[src/rtl/core/lbsi_pkg.sv]
// ----------------------------------------------------------------------------
// lbsi_pkg: shared types and constants of the lattice block site indexer
// Holds field widths, status and register codes, and the command and status
// structs that join the controller to the datapath.
// ----------------------------------------------------------------------------
package lbsi_pkg;

  localparam int MAX_EXTENT = 16;
  localparam int MAX_SITES  = 4096;
  localparam int IDX_W      = 13;
  localparam int ADDR_W     = 12;
  localparam int EXT_W      = 5;
  localparam int CRD_W      = 4;
  localparam int NBR        = 9;
  localparam int NBR_W      = 4;
  localparam int OUT_W      = 120;

  // result status codes
  localparam logic [1:0] ST_OK        = 2'd0;
  localparam logic [1:0] ST_NOT_BUILT = 2'd1;
  localparam logic [1:0] ST_GEOM      = 2'd2;

  // item kinds
  localparam logic OP_BUILD  = 1'b0;
  localparam logic OP_LOOKUP = 1'b1;

  // configuration register indexes
  localparam logic [1:0] REG_EXT_T = 2'd0;
  localparam logic [1:0] REG_EXT_X = 2'd1;
  localparam logic [1:0] REG_EXT_Y = 2'd2;
  localparam logic [1:0] REG_EXT_Z = 2'd3;

  // datapath operations
  localparam logic [2:0] DP_NOP    = 3'd0;
  localparam logic [2:0] DP_VOL1   = 3'd1;
  localparam logic [2:0] DP_VOL2   = 3'd2;
  localparam logic [2:0] DP_VOL3   = 3'd3;
  localparam logic [2:0] DP_COMMIT = 3'd4;
  localparam logic [2:0] DP_FAIL   = 3'd5;
  localparam logic [2:0] DP_WRITE  = 3'd6;
  localparam logic [2:0] DP_READ   = 3'd7;

  typedef struct packed {
    logic [2:0]       op;
    logic             load_coord;
    logic             clr_built;
    logic             set_built;
    logic [NBR_W-1:0] nbr;
    logic [CRD_W-1:0] wt;
    logic [CRD_W-1:0] wx;
    logic [CRD_W-1:0] wy;
    logic [CRD_W-1:0] wz;
    logic             out_load;
    logic             out_zero;
    logic [1:0]       out_status;
  } lbsi_cmd_t;

  typedef struct packed {
    logic [EXT_W-1:0] ext_t;
    logic [EXT_W-1:0] ext_x;
    logic [EXT_W-1:0] ext_y;
    logic [EXT_W-1:0] ext_z;
    logic [2:0]       cb_x;
    logic [2:0]       cb_y;
    logic [2:0]       cb_z;
    logic             geom_ok;
    logic             vol_zero;
    logic             built;
    logic             out_free;
  } lbsi_stat_t;

  function automatic logic div3(input logic [EXT_W-1:0] e);
    logic r;
    r = 1'b0;
    case (e)
      5'd0, 5'd3, 5'd6, 5'd9, 5'd12, 5'd15, 5'd18, 5'd21, 5'd24, 5'd27,
      5'd30: r = 1'b1;
      default: r = 1'b0;
    endcase
    return r;
  endfunction

  function automatic logic [2:0] cache_ext(input logic [EXT_W-1:0] e);
    logic [2:0] r;
    if (e[1:0] == 2'b00) begin
      r = 3'd4;
    end else if (div3(e)) begin
      r = 3'd3;
    end else begin
      r = 3'd2;
    end
    return r;
  endfunction

endpackage

[src/rtl/core/lbsi_ctrl.sv]
// ----------------------------------------------------------------------------
// lbsi_ctrl: controller of the lattice block site indexer
// Sequences the volume products, the cache-block walk of a build and the
// nine table reads of a lookup, then hands the result to the output register.
// ----------------------------------------------------------------------------
module lbsi_ctrl
  import lbsi_pkg::*;
(
  input  logic       clk,
  input  logic       rst_n,
  input  logic       in_valid,
  input  logic       in_op,
  output logic       in_ready,
  input  lbsi_stat_t stat,
  output lbsi_cmd_t  cmd
);

  localparam logic [3:0] S_IDLE  = 4'd0;
  localparam logic [3:0] S_VOL1  = 4'd1;
  localparam logic [3:0] S_VOL2  = 4'd2;
  localparam logic [3:0] S_VOL3  = 4'd3;
  localparam logic [3:0] S_CHECK = 4'd4;
  localparam logic [3:0] S_WALK  = 4'd5;
  localparam logic [3:0] S_LOOK  = 4'd6;
  localparam logic [3:0] S_DRAIN = 4'd7;
  localparam logic [3:0] S_DONE  = 4'd8;

  logic [3:0]       state_r, state_nxt;
  logic [CRD_W-1:0] a0_r, a1_r, a2_r, a3_r, b1_r, b2_r, b3_r;
  logic [CRD_W-1:0] a0_nxt, a1_nxt, a2_nxt, a3_nxt, b1_nxt, b2_nxt, b3_nxt;
  logic [NBR_W-1:0] nbr_r, nbr_nxt;
  logic             drain_r, drain_nxt;
  logic [1:0]       st_r, st_nxt;
  logic             zero_r, zero_nxt;
  logic             w3, w2, w1, w0, wb3, wb2, wb1;

  // wrap flags of the walk counters, innermost first
  always_comb begin
    w3  = ({1'b0, a3_r} + 5'd1) == {2'b0, stat.cb_z};
    w2  = ({1'b0, a2_r} + 5'd1) == {2'b0, stat.cb_y};
    w1  = ({1'b0, a1_r} + 5'd1) == {2'b0, stat.cb_x};
    w0  = ({1'b0, a0_r} + 5'd1) == stat.ext_t;
    wb3 = ({1'b0, b3_r} + {2'b0, stat.cb_z}) == stat.ext_z;
    wb2 = ({1'b0, b2_r} + {2'b0, stat.cb_y}) == stat.ext_y;
    wb1 = ({1'b0, b1_r} + {2'b0, stat.cb_x}) == stat.ext_x;
  end

  always_comb begin
    state_nxt = state_r;
    a0_nxt = a0_r; a1_nxt = a1_r; a2_nxt = a2_r; a3_nxt = a3_r;
    b1_nxt = b1_r; b2_nxt = b2_r; b3_nxt = b3_r;
    nbr_nxt   = nbr_r;
    drain_nxt = drain_r;
    st_nxt    = st_r;
    zero_nxt  = zero_r;
    in_ready  = 1'b0;
    cmd       = '0;
    cmd.wt    = a0_r;
    cmd.wx    = b1_r + a1_r;
    cmd.wy    = b2_r + a2_r;
    cmd.wz    = b3_r + a3_r;
    cmd.nbr   = nbr_r;
    unique case (state_r)
      S_IDLE: begin
        in_ready = 1'b1;
        if (in_valid) begin
          if (in_op == OP_BUILD) begin
            cmd.clr_built = 1'b1;
            state_nxt     = S_VOL1;
          end else if (stat.built) begin
            cmd.load_coord = 1'b1;
            nbr_nxt   = '0;
            st_nxt    = ST_OK;
            zero_nxt  = 1'b0;
            state_nxt = S_LOOK;
          end else begin
            st_nxt    = ST_NOT_BUILT;
            zero_nxt  = 1'b1;
            state_nxt = S_DONE;
          end
        end
      end
      S_VOL1: begin
        cmd.op    = DP_VOL1;
        state_nxt = S_VOL2;
      end
      S_VOL2: begin
        cmd.op    = DP_VOL2;
        state_nxt = S_VOL3;
      end
      S_VOL3: begin
        cmd.op    = DP_VOL3;
        state_nxt = S_CHECK;
      end
      S_CHECK: begin
        zero_nxt = 1'b1;
        a0_nxt = '0; a1_nxt = '0; a2_nxt = '0; a3_nxt = '0;
        b1_nxt = '0; b2_nxt = '0; b3_nxt = '0;
        if (stat.geom_ok) begin
          cmd.op        = DP_COMMIT;
          cmd.set_built = 1'b1;
          st_nxt        = ST_OK;
          state_nxt     = stat.vol_zero ? S_DONE : S_WALK;
        end else begin
          cmd.op    = DP_FAIL;
          st_nxt    = ST_GEOM;
          state_nxt = S_DONE;
        end
      end
      S_WALK: begin
        cmd.op = DP_WRITE;
        // advance the odometer: sites inside a cache block, then blocks
        a3_nxt = w3 ? '0 : a3_r + CRD_W'(1);
        if (w3) begin
          a2_nxt = w2 ? '0 : a2_r + CRD_W'(1);
          if (w2) begin
            a1_nxt = w1 ? '0 : a1_r + CRD_W'(1);
            if (w1) begin
              a0_nxt = w0 ? '0 : a0_r + CRD_W'(1);
              if (w0) begin
                b3_nxt = wb3 ? '0 : b3_r + CRD_W'(stat.cb_z);
                if (wb3) begin
                  b2_nxt = wb2 ? '0 : b2_r + CRD_W'(stat.cb_y);
                  if (wb2) begin
                    b1_nxt = wb1 ? '0 : b1_r + CRD_W'(stat.cb_x);
                    if (wb1) begin
                      drain_nxt = 1'b0;
                      state_nxt = S_DRAIN;
                    end
                  end
                end
              end
            end
          end
        end
      end
      S_LOOK: begin
        cmd.op = DP_READ;
        if (nbr_r == NBR_W'(NBR - 1)) begin
          drain_nxt = 1'b0;
          state_nxt = S_DRAIN;
        end else begin
          nbr_nxt = nbr_r + NBR_W'(1);
        end
      end
      S_DRAIN: begin
        drain_nxt = 1'b1;
        if (drain_r) begin
          state_nxt = S_DONE;
        end
      end
      S_DONE: begin
        if (stat.out_free) begin
          cmd.out_load   = 1'b1;
          cmd.out_zero   = zero_r;
          cmd.out_status = st_r;
          state_nxt      = S_IDLE;
        end
      end
      default: state_nxt = S_IDLE;
    endcase
  end

  always_ff @(posedge clk) begin
    if (!rst_n) begin
      state_r <= S_IDLE;
      drain_r <= 1'b0;
      nbr_r   <= '0;
      st_r    <= ST_OK;
      zero_r  <= 1'b1;
      a0_r <= '0; a1_r <= '0; a2_r <= '0; a3_r <= '0;
      b1_r <= '0; b2_r <= '0; b3_r <= '0;
    end else begin
      state_r <= state_nxt;
      drain_r <= drain_nxt;
      nbr_r   <= nbr_nxt;
      st_r    <= st_nxt;
      zero_r  <= zero_nxt;
      a0_r <= a0_nxt; a1_r <= a1_nxt; a2_r <= a2_nxt; a3_r <= a3_nxt;
      b1_r <= b1_nxt; b2_r <= b2_nxt; b3_r <= b3_nxt;
    end
  end

endmodule

[config.mk]
export PLATFORM = sky130hd
export DESIGN_NAME = lbsi_ctrl
export DESIGN_NICKNAME = d
export VERILOG_FILES = /design/src/rtl/core/lbsi_pkg.sv /design/src/rtl/core/lbsi_ctrl.sv
export SDC_FILE = /design/constraint.sdc
export NUM_CORES = 1
export LEC_CHECK = 0
export ABC_AREA = 1
export BUFFER_PORTS_ARGS = -buffer_cell sky130_fd_sc_hd__buf_2
export CAP_MARGIN = 0
export CORE_ASPECT_RATIO = 1.1
export CORE_MARGIN = 5
export CORE_UTILIZATION = 61
export CTS_CLUSTER_SIZE = 16
export DETAILED_ROUTE_END_ITERATION = 7
export PLACE_DENSITY = 0.95
export SLEW_MARGIN = 20
export SYNTH_ARGS = -nofsm -noshare
export SYNTH_HDL_FRONTEND = slang
export SYNTH_SLANG_ARGS = --single-unit
[constraint.sdc]
create_clock -name clk -period 4.95 [get_ports clk]
set_input_delay 0 -clock clk [delete_from_list [all_inputs] [get_ports clk]]
set_output_delay 0 -clock clk [all_outputs]
set_load 0.02 [all_outputs]
==> reports/metrics.cfg, run 1 <==
[floorplan]
core_area_um2 = 5700
initial_core_util = 0.618
io_pins = 68
die-area_um2 = 7400
row_count = 29
die_width_um = 82.5
die_h_um = 89.7

[sta]
fin_crit_ns = 2.44
relSlewSlack = 0.525
fin_skew_ns = 0.00773
setup_viol = 0
rsz0062_at_grt = no
worst_pin_slew_ns = 0.711
period_share = 0.493
fin_setup_tns_ns = 0
finalHoldViolCount = 0
clock.fmax_mhz = 410
drv_slew = 0
hold_ws_ns = 0.00875

[setup_path]
slowest_delay_ns = 0.49
crit_arrival_ns = 2.64
required_ns = 5.15
crit_type = reg2reg
path_buf_inv = 1
slowest_stage = fa_1
path_cells = ha_1 -> inv_1 -> fa_1 -> xnor2_1 -> nor2_1 -> nand2_1 -> nor2_1 -> nand3_1 -> nand2_1 -> nand3_1 -> nor2_4 -> nand2_1 -> nand2_1 -> nor2_1
critPathMaxFanout = 8
crit_path_start_kind = flip-flop
cp-end-kind = flip-flop
cp_common_cell = nand2_1
cp_top_family = simple AND/OR/NAND/NOR gates

[synthesis]
synth_fp_nets = 631
synth_cells = 564
ys.flop_type = dfxtp_1
yosysUniqueCellTypes = 38
yosysMostFrequentCell = nand2_1
yosysTopAreaCellShare = 0.227
ys_warn_count = 0
synth-async-reset-ratio = 0
yosysTopAreaCell = dfxtp_1
netlist_top_cells_area = dfxtp_1 (23%), nand2_1 (17%), inv_1 (9.0%)
synth.avg_cell_area_um2 = 6.24
synth_common_cells = nand2_1 (162), inv_1 (84), nor2_1 (69), nand3_1 (51), dfxtp_1 (40)
ys_seq_area_frac = 0.227
synth_seq_cells = 40
synth_area_um2 = 3520
synth-edff-count = 0

[power_and_ir_drop]
p_seq_frac = 0.315
p_leak_uw = 0.00217
switchingPower_uw = 642
p_total_uw = 1380
power.density_nw_per_um2 = 343
pwr-share-comb = 0.520
p_sw_frac = 0.466
ir_drop_v = 0.000290
p_clk_frac = 0.165
p_int_uw = 734

[cts]
cts_buffer_depth = 2
cts_tree = done
cts_setup_buffers = 0
cts-root-buf = clkbuf_8
post_cts_resize_count = 0
clk_latency_ns = 0.30
cts_max_level = 2
clkTransAtPathRegs_ns = 0.08
clkSinkCount = 40
cts_made_buffers = 5
cts_hold_buf = 0

[finish]
area_delta_synth_final_pct = 13.8
antennaDiodeCount = 0
num-nets-final = 698
drive_gt1_frac = 0.158

[detailed_routing]
drt_iter0_drc = 181
totalWireLength_mm = 8.61
ant_nets = 0
vias_per_cell = 5.27
firstDrtPassIters = 5
drc = 0
wl_per_cell_um = 12.1
via_count = 3734

[hold_path]
hp-class = in2reg

[global_route]
grt_pass1_vias = 3638
grt_first_pass_wirelength_mm = 14.8
overflow = 0
grt_usage = 0.250
antenna_found_initial = 0
grt_max_degree = 21

[flow_run]
maxCapViolCount = 0

[placement]
portBuffers = 67
place_hpwl_mm = 6.87
place_congestion = 0.957

[outcome]
status = finished, final reports clean

power groups by stage:
stage / combinational (uW) / sequential (uW) / clock (uW)
after floorplan: 530 / 437 / 0
after global placement: 678 / 437 / 0
after detailed placement: 706 / 439 / 0
after CTS: 712 / 432 / 229
after global routing: 804 / 442 / 249
final: 716 / 433 / 227
layout make-up:
| class | instances | area (um^2) |
|---|---|---|
| Clock buffer | 8 | 90.1 |
| Fill cell | 465 | 1690 |
| Inverter | 92 | 345 |
| Multi-Input combinational cell | 425 | 2340 |
| Sequential cell | 40 | 801 |
| Tap cell | 77 | 96.3 |
| Timing Repair Buffer | 67 | 335 |
metal layers:
| layer | track usage | up-vias | routed length (um) |
|---|---|---|---|
| li1 | - | 1921 | - |
| met2 | 0.455 | 115 | 4370 |
| met5 | 0 | - | 0 |
| met4 | 0.116 | 0 | 157 |
| met1 | 0.282 | 1674 | 3610 |
| met3 | 0.0389 | 24 | 477 |
layout by cell type, fill, tap and decap left out, types with 2 or more instances in the layout:
| cell type | count |
|---|---|
| nand2_1 | 162 |
| inv_1 | 84 |
| nor2_1 | 69 |
| buf_2 | 67 |
| nand3_1 | 51 |
| dfxtp_1 | 40 |
| a21oi_1 | 29 |
| ha_1 | 24 |
| o21ai_0 | 15 |
| xnor2_1 | 13 |
| inv_2 | 7 |
| a211oi_1 | 6 |
| xor2_1 | 6 |
| fa_1 | 6 |
| clkbuf_8 | 6 |
| nor3_1 | 5 |
| nand4_1 | 5 |
| nand2_2 | 5 |
| nand3_2 | 4 |
| nand3b_1 | 4 |
| nor2_4 | 3 |
| nand2_4 | 3 |
| o21ai_1 | 2 |
| nor2_8 | 2 |
| clkbuf_1 | 2 |
flip-flops by register name, summed over array words and instances (netlist names):
signal,count
a2_r,4
a1_r,4
b2_r,4
zero_r,1
a0_r,4
b1_r,4
drain_r,1
b3_r,4
nbr_r,4
st_r,2
state_r,4
a3_r,4
worst min-delay path, stage by stage:
cell     delay, ns
buf_2         0.09
nor2_1        0.06
nand2_1       0.06
a21oi_1       0.05
stage by stage:
| stage | instances | utilization | instance area, um^2 | setup slack [ns] |
|---|---|---|---|---|
| 2_1_floorplan | 564 | - | 3520 | 2.85 |
| 3_3_place_gp | 701 | 0.688 | 3920 | 2.62 |
| 3_5_place_dp | 701 | 0.688 | 3920 | 2.53 |
| 4_1_cts | 709 | 0.703 | 4010 | 2.51 |
| 5_1_grt | 709 | 0.703 | 4010 | 2.21 |
| 6_report | 709 | 0.703 | 4010 | 2.51 |
path summary, 6_finish.rpt:
| path | slack [ns] | end | cells past startpoint | start |
|---|---|---|---|---|
| hold reg to reg | 0.46 | st_r[0] | 2 | st_r[0] |
| hold / removal | 0.009 | st_r[0] | 4 | stat[1] |
| setup reg to reg | 2.51 | state_r[1] | 14 | b1_r[0] |
| setup / recovery | 2.51 | state_r[1] | 14 | b1_r[0] |
cells by family after synthesis:
group | count (synthesis) | share of synthesized area
AO/OA/AOI/OAI | 59 | 0.0934
AND/OR/NAND/NOR | 317 | 0.404
flip-flops | 40 | 0.227
XOR/XNOR | 19 | 0.0472
adder cells (fa/ha/maj) | 30 | 0.119
buffers and inverters | 99 | 0.108
Note: power is estimated with default switching activity, not from simulation.
==> run 2: changes to the inputs <==
--- a/config.mk
+++ b/config.mk
@@ -10,10 +10,10 @@
 export CAP_MARGIN = 0
 export CORE_ASPECT_RATIO = 1.1
 export CORE_MARGIN = 5
-export CORE_UTILIZATION = 61
+export CORE_UTILIZATION = 57
 export CTS_CLUSTER_SIZE = 16
 export DETAILED_ROUTE_END_ITERATION = 7
-export PLACE_DENSITY = 0.95
+export PLACE_DENSITY = 0.91
 export SLEW_MARGIN = 20
 export SYNTH_ARGS = -nofsm -noshare
 export SYNTH_HDL_FRONTEND = slang
==> constraint.sdc (replaced) <==
create_clock -name clk -period 2.3 [get_ports clk]
set_input_delay 0 -clock clk [delete_from_list [all_inputs] [get_ports clk]]
set_output_delay 0 -clock clk [all_outputs]
set_load 0.02 [all_outputs]
==> run 2 against run 1 <==
Critical path depth did not move. Power rose by 120%. Cell area rose by 4.6%. Sequential power rose by 110%. Cell count rose by 1.3%.
==> reports/metrics.cfg, run 2 (synthesized netlist as in run 1, its figures left out) <==
[cts]
clkTransAtPathRegs_ns = 0.08  ; about the same
cts_max_level = 2  ; unchanged
cts_made_buffers = 5  ; unchanged
clkSinkCount = 40  ; unchanged
cts_buffer_depth = 2  ; unchanged
cts-root-buf = clkbuf_8
clk_latency_ns = 0.30  ; about the same
cts_tree = done

[power_and_ir_drop]
pwr-share-comb = 0.526  ; +0.006
p_total_uw = 3050  ; +120%
switchingPower_uw = 1410  ; +120%
power.density_nw_per_um2 = 729  ; +110%
p_leak_uw = 0.00224  ; +3.1%
p_clk_frac = 0.170  ; +0.005
p_sw_frac = 0.460  ; -0.00651
p_seq_frac = 0.304  ; -0.011
ir_drop_v = 0.000690  ; +140%
p_int_uw = 1650  ; +120%

[global_route]
grt_first_pass_wirelength_mm = 14.7  ; -0.70%
antenna_found_initial = 0  ; unchanged
grt_max_degree = 21  ; unchanged
grt_usage = 0.220  ; -0.0295
overflow = 0  ; unchanged
grt_pass1_vias = 3628  ; -0.27%

[finish]
instances_no_fill = 718  ; +1.3%
antennaDiodeCount = 0  ; unchanged
final_common_cell = nand2_1
layout_common_cells = nand2_1 (154), inv_1 (81), buf_2 (67), nor2_1 (66), nand3_1 (49)
final_util = 0.690  ; -0.0140
stdcell_area_um2 = 4190  ; +4.6%
area_delta_synth_final_pct = 19.0
num-nets-final = 705  ; +1.0%
drive_gt1_frac = 0.218  ; +0.0596

[floorplan]
die_h_um = 92.4  ; +3.1%
die-area_um2 = 7850  ; +6.2%
initial_core_util = 0.579  ; -0.0391
io_pins = 68  ; unchanged
core_area_um2 = 6080  ; +6.7%
die_width_um = 85.0  ; +3.0%
row_count = 30  ; +3.4%

[setup_path]
crit_path_start_kind = flip-flop
critPathMaxFanout = 8  ; unchanged
crit_arrival_ns = 2.47  ; -0.17 ns
cp-end-kind = flip-flop
required_ns = 2.50  ; -2.65 ns
crit_type = reg2reg

[placement]
placed_cells = 710  ; +1.3%
portBuffers = 67  ; unchanged
place_hpwl_mm = 6.86  ; -0.18%
dpl_cell_area_um2 = 3970  ; +1.2%
place_congestion = 0.945  ; -1.2%

[sta]
drv_slew = 0  ; unchanged
worst_pin_slew_ns = 0.740  ; +0.0290 ns
finalHoldViolCount = 0  ; unchanged
fin_skew_ns = 0.00922  ; +0.00149 ns
fin_crit_ns = 2.27  ; -0.166 ns
setup_viol = 0  ; unchanged
period_share = 0.989  ; +0.496
relSlewSlack = 0.506  ; -0.0194
hold_ws_ns = 0.0117  ; +0.00293 ns
clock.fmax_mhz = 440  ; +7.3%
rsz0062_at_grt = yes

[detailed_routing]
vias_per_cell = 5.20  ; -1.2%
wl_per_cell_um = 12.0  ; -0.99%
drt_iter0_drc = 200  ; +10%
via_count = 3736  ; +0.054%
drc = 0  ; unchanged
firstDrtPassIters = 4  ; -1
ant_nets = 0  ; unchanged
totalWireLength_mm = 8.63  ; +0.27%

[outcome]
status = finished, final reports clean

[hold_path]
hp-class = in2reg

[flow_run]
maxCapViolCount = 0  ; unchanged

run 2: layout make-up:
class / instances / area, um^2
Multi-Input combinational cell: 425 / 2450
Fill cell: 541 / 1890
Sequential cell: 40 / 808
Timing Repair Buffer: 74 / 388
Inverter: 92 / 345
Tap cell: 80 / 100
Clock buffer: 7 / 96.3
run 2: layer usage:
layer | global-route usage | up-vias | share of wire
met5 | 0 | - | 0
met4 | 0.0884 | 0 | 0.019
met3 | 0.0436 | 17 | 0.055
met2 | 0.400 | 95 | 0.51
met1 | 0.249 | 1692 | 0.42
li1 | - | 1932 | -
run 2: what timing repair did:
item	CTS	global route
setup endpoints to repair	6	17
pin swaps	1	17
buffers inserted	0	1
hold buffers	0	0
gates resized for setup	2	35
cloned	0	0
run 2: worst paths after layout:
| kind | start | depth (start not counted) | end | slack (ns) |
|---|---|---|---|---|
| worst max-delay path | b1_r[0] | 14 | state_r[1] | 0.03 |
| worst min-delay path | stat[1] | 4 | st_r[0] | 0.01 |
| worst max register to register | b1_r[0] | 14 | state_r[1] | 0.03 |
| worst min register to register | st_r[1] | 2 | st_r[1] | 0.47 |
run 2: metrics by stage:
stage	setup WS [ns]	setup TNS, ns
after floorplan	0.198	0
after detailed placement	-0.0276	-0.0663
after CTS	0.00913	0
after global placement	0.0206	0
final	0.0253	0
after global routing	-0.133	-0.746
run 2: worst max-delay path, cell delays in order (launching register included):
cell	delay [ns]
dfxtp_2	0.36
ha_1	0.17
inv_1	0.06
fa_2	0.56
xnor2_1	0.08
nor2_1	0.09
nand2_1	0.06
nor2_1	0.12
nand3_1	0.13
nand2_2	0.10
nand3_2	0.10
nor2_4	0.20
nand2_1	0.08
nand2_1	0.05
nor2_1	0.04
run 2: power groups by stage:
stage / Combinational, uW / Sequential, uW / Clock, uW
after detailed placement: 1540 / 937 / 0
after global routing: 1820 / 947 / 550
after floorplan: 1140 / 941 / 0
after CTS: 1550 / 922 / 525
after global placement: 1490 / 930 / 0
final: 1610 / 930 / 518
==> run 3: changes to the inputs <==
--- a/config.mk
+++ b/config.mk
@@ -13,7 +13,7 @@
 export CORE_UTILIZATION = 57
 export CTS_CLUSTER_SIZE = 16
 export DETAILED_ROUTE_END_ITERATION = 7
-export PLACE_DENSITY = 0.91
+export PLACE_DENSITY_LB_ADDON = 0.12
 export SLEW_MARGIN = 20
 export SYNTH_ARGS = -nofsm -noshare
 export SYNTH_HDL_FRONTEND = slang
==> run 3 against run 2 <==
Worst hold slack improved by 0.015 ns. Wire length increased by 2.8%. Cell count increased by 1.4%. Utilization increased by 0.78 points. Critical path depth unchanged. Sequential power about the same. Via count decreased by 0.21%. Flip-flop and latch count unchanged.
==> reports/metrics.cfg, run 3 (synthesized netlist as in run 1, its figures left out) <==
[cts]
clk_latency_ns = 0.29  ; about the same
clkTransAtPathRegs_ns = 0.08  ; about the same
cts_hold_buf = 0  ; unchanged
cts_max_level = 2  ; unchanged
cts_made_buffers = 5  ; unchanged
clkSinkCount = 40  ; unchanged
cts-root-buf = clkbuf_8
cts_buffer_depth = 2  ; unchanged
cts_tree = done

[setup_path]
slowest_stage = fa_2
r2r_end = b2_r[0]
cp-end-kind = flip-flop
worstRegToRegCells = 14  ; unchanged
r2r_slack_ns = 0.07  ; +0.05 ns
crit_type = reg2reg
critPathMaxFanout = 4  ; -4
crit_arrival_ns = 2.37  ; -0.10 ns
slowest_delay_ns = 0.57  ; about the same
required_ns = 2.45  ; -0.05 ns
cp_common_cell = nand2_1
crit_path_start_kind = flip-flop
path_cells = ha_4 -> inv_2 -> fa_2 -> xnor2_1 -> nor2_1 -> nand2_1 -> nor2_2 -> nand2_2 -> o21ai_2 -> inv_2 -> nor2_4 -> nand2_1 -> nand2_1 -> nor2_1
r2r_start = b3_r[0]

[finish]
antennaDiodeCount = 0  ; unchanged
final_common_cell = nand2_1
multi_input_area_um2 = 2430  ; -1.1%
num-nets-final = 714  ; +1.3%
fillers = 542  ; +0.18%
seqCellArea_um2 = 805  ; -0.46%
instances_no_fill = 728  ; +1.4%
drive_gt1_frac = 0.216  ; -0.00182
area_delta_synth_final_pct = 20.4
layout_common_cells = nand2_1 (155), inv_1 (81), nor2_1 (68), buf_2 (67), nand3_1 (49)

[floorplan]
row_count = 30  ; unchanged
die-area_um2 = 7850  ; unchanged
die_width_um = 85.0  ; unchanged
initial_core_util = 0.579  ; unchanged
core_area_um2 = 6080  ; unchanged
die_h_um = 92.4  ; unchanged
io_pins = 68  ; unchanged

[detailed_routing]
drt_iter0_drc = 180  ; -10%
wl_met2_mm = 4.52  ; +3.5%
wl_per_cell_um = 12.2  ; +1.4%
vias_per_cell = 5.12  ; -1.6%
firstDrtPassIters = 4  ; unchanged
via_count = 3728  ; -0.21%
totalWireLength_mm = 8.88  ; +2.8%
dr_wl_met3_um = 461  ; -2.7%
top_layer = met4
wl_met1_mm = 3.71  ; +2.5%
drc = 0  ; unchanged
ant_nets = 0  ; unchanged

[sta]
worst_pin_slew_ns = 0.704  ; -0.0355 ns
clock.fmax_mhz = 449  ; +2.2%
finalHoldViolCount = 0  ; unchanged
drv_slew = 0  ; unchanged
fin_skew_ns = 0.0107  ; +0.00144 ns
fin_setup_tns_ns = 0  ; unchanged
relSlewSlack = 0.530  ; +0.0237
setup_viol = 0  ; unchanged
fin_crit_ns = 2.23  ; -0.0494 ns
period_share = 0.967  ; -0.0215
hold_ws_ns = 0.0271  ; +0.0155 ns
rsz0062_at_grt = yes

[flow_run]
maxCapViolCount = 0  ; unchanged

[global_route]
grt_usage = 0.218  ; -0.00168
grt_pass1_vias = 3488  ; -3.9%
overflow = 0  ; unchanged
grt_first_pass_wirelength_mm = 14.4  ; -1.7%
grt_max_degree = 21  ; unchanged
antenna_found_initial = 0  ; unchanged

[power_and_ir_drop]
ir_drop_v = 0.000618  ; -10%
p_leak_uw = 0.00228  ; +2.0%
power.density_nw_per_um2 = 734  ; +0.80%

[hold_path]
min_to = st_r[1]
hp-class = in2reg
hold_depth = 4  ; unchanged
hold_start = stat[3]

[placement]
place_congestion = 0.913  ; -3.4%
portBuffers = 67  ; unchanged
placed_cells = 715  ; +0.70%
place_hpwl_mm = 7.01  ; +2.2%

[outcome]
status = finished, final reports clean

## run 3: changes by cell type in the layout (fill, tap and decap cells not counted), sizes merged
| cell | change |
|---|---|
| bufinv | +1 |
| clkbuf | -1 |
| clkinv | +1 |
| buf | +9 |
## run 3: where the power goes
group          switching (uW)  leakage (uW)  total (uW)  internal (uW)
combinational            1030       0.00190        1610            587
clock                     248     0.0000552         570            322
sequential                124      0.000326         931            807
total                    1400       0.00228        3110           1720
## run 3: how the worst max path moves through the flow
stage | depth (start not counted) | slack, ns | end | startpoint
detailed placement | 14 | 0.03 | b2_r[0] | b3_r[0]
floorplan | 14 | 0.20 | state_r[0] | b2_r[0]
global placement | 14 | 0.1 | state_r[0] | b1_r[0]
global route | 14 | -0.08 | state_r[2] | b3_r[0]
CTS | 14 | 0.02 | state_r[0] | b1_r[0]
finish | 14 | 0.07 | b2_r[0] | b3_r[0]
## run 3: worst max-delay path: cells and delay by family (launching register included)
kind | cells | cell delay, ns
adder cells (fa/ha/maj) | 2 | 0.72
AND/OR/NAND/NOR | 8 | 0.64
flip-flops | 1 | 0.37
AO/OA/AOI/OAI | 1 | 0.18
buffers and inverters | 2 | 0.10
XOR/XNOR | 1 | 0.07
## run 3: timing repair
item	4_1_cts	5_1_grt
setup endpoints to repair	1	17
gates resized for setup	1	27
pin swaps	1	12
setup buffers	0	5
## run 3: layout make-up
cell class,count,area share
Multi-Input combinational cell,425,0.572
Sequential cell,40,0.190
Timing Repair Buffer,83,0.107
Inverter,92,0.0814
Tap cell,80,0.0236
Clock buffer,6,0.0171
Clock inverter,2,0.00826
## run 3: stage by stage
stage	total power, uW	utilization	area, um^2	setup slack (ns)
after floorplan	2080	-	3520	0.198
after global placement	2440	0.658	4000	0.0989
after detailed placement	2480	0.658	4000	0.0282
after CTS	3050	0.676	4110	0.0171
after global routing	3370	0.697	4240	-0.0759
final	3110	0.697	4240	0.0748
## run 3: per-layer routing
metal / vias to the layer above / global-route usage
met5: - / 0
met4: 0 / 0.0792
met3: 21 / 0.0427
met2: 88 / 0.396
met1: 1676 / 0.251
li1: 1943 / -
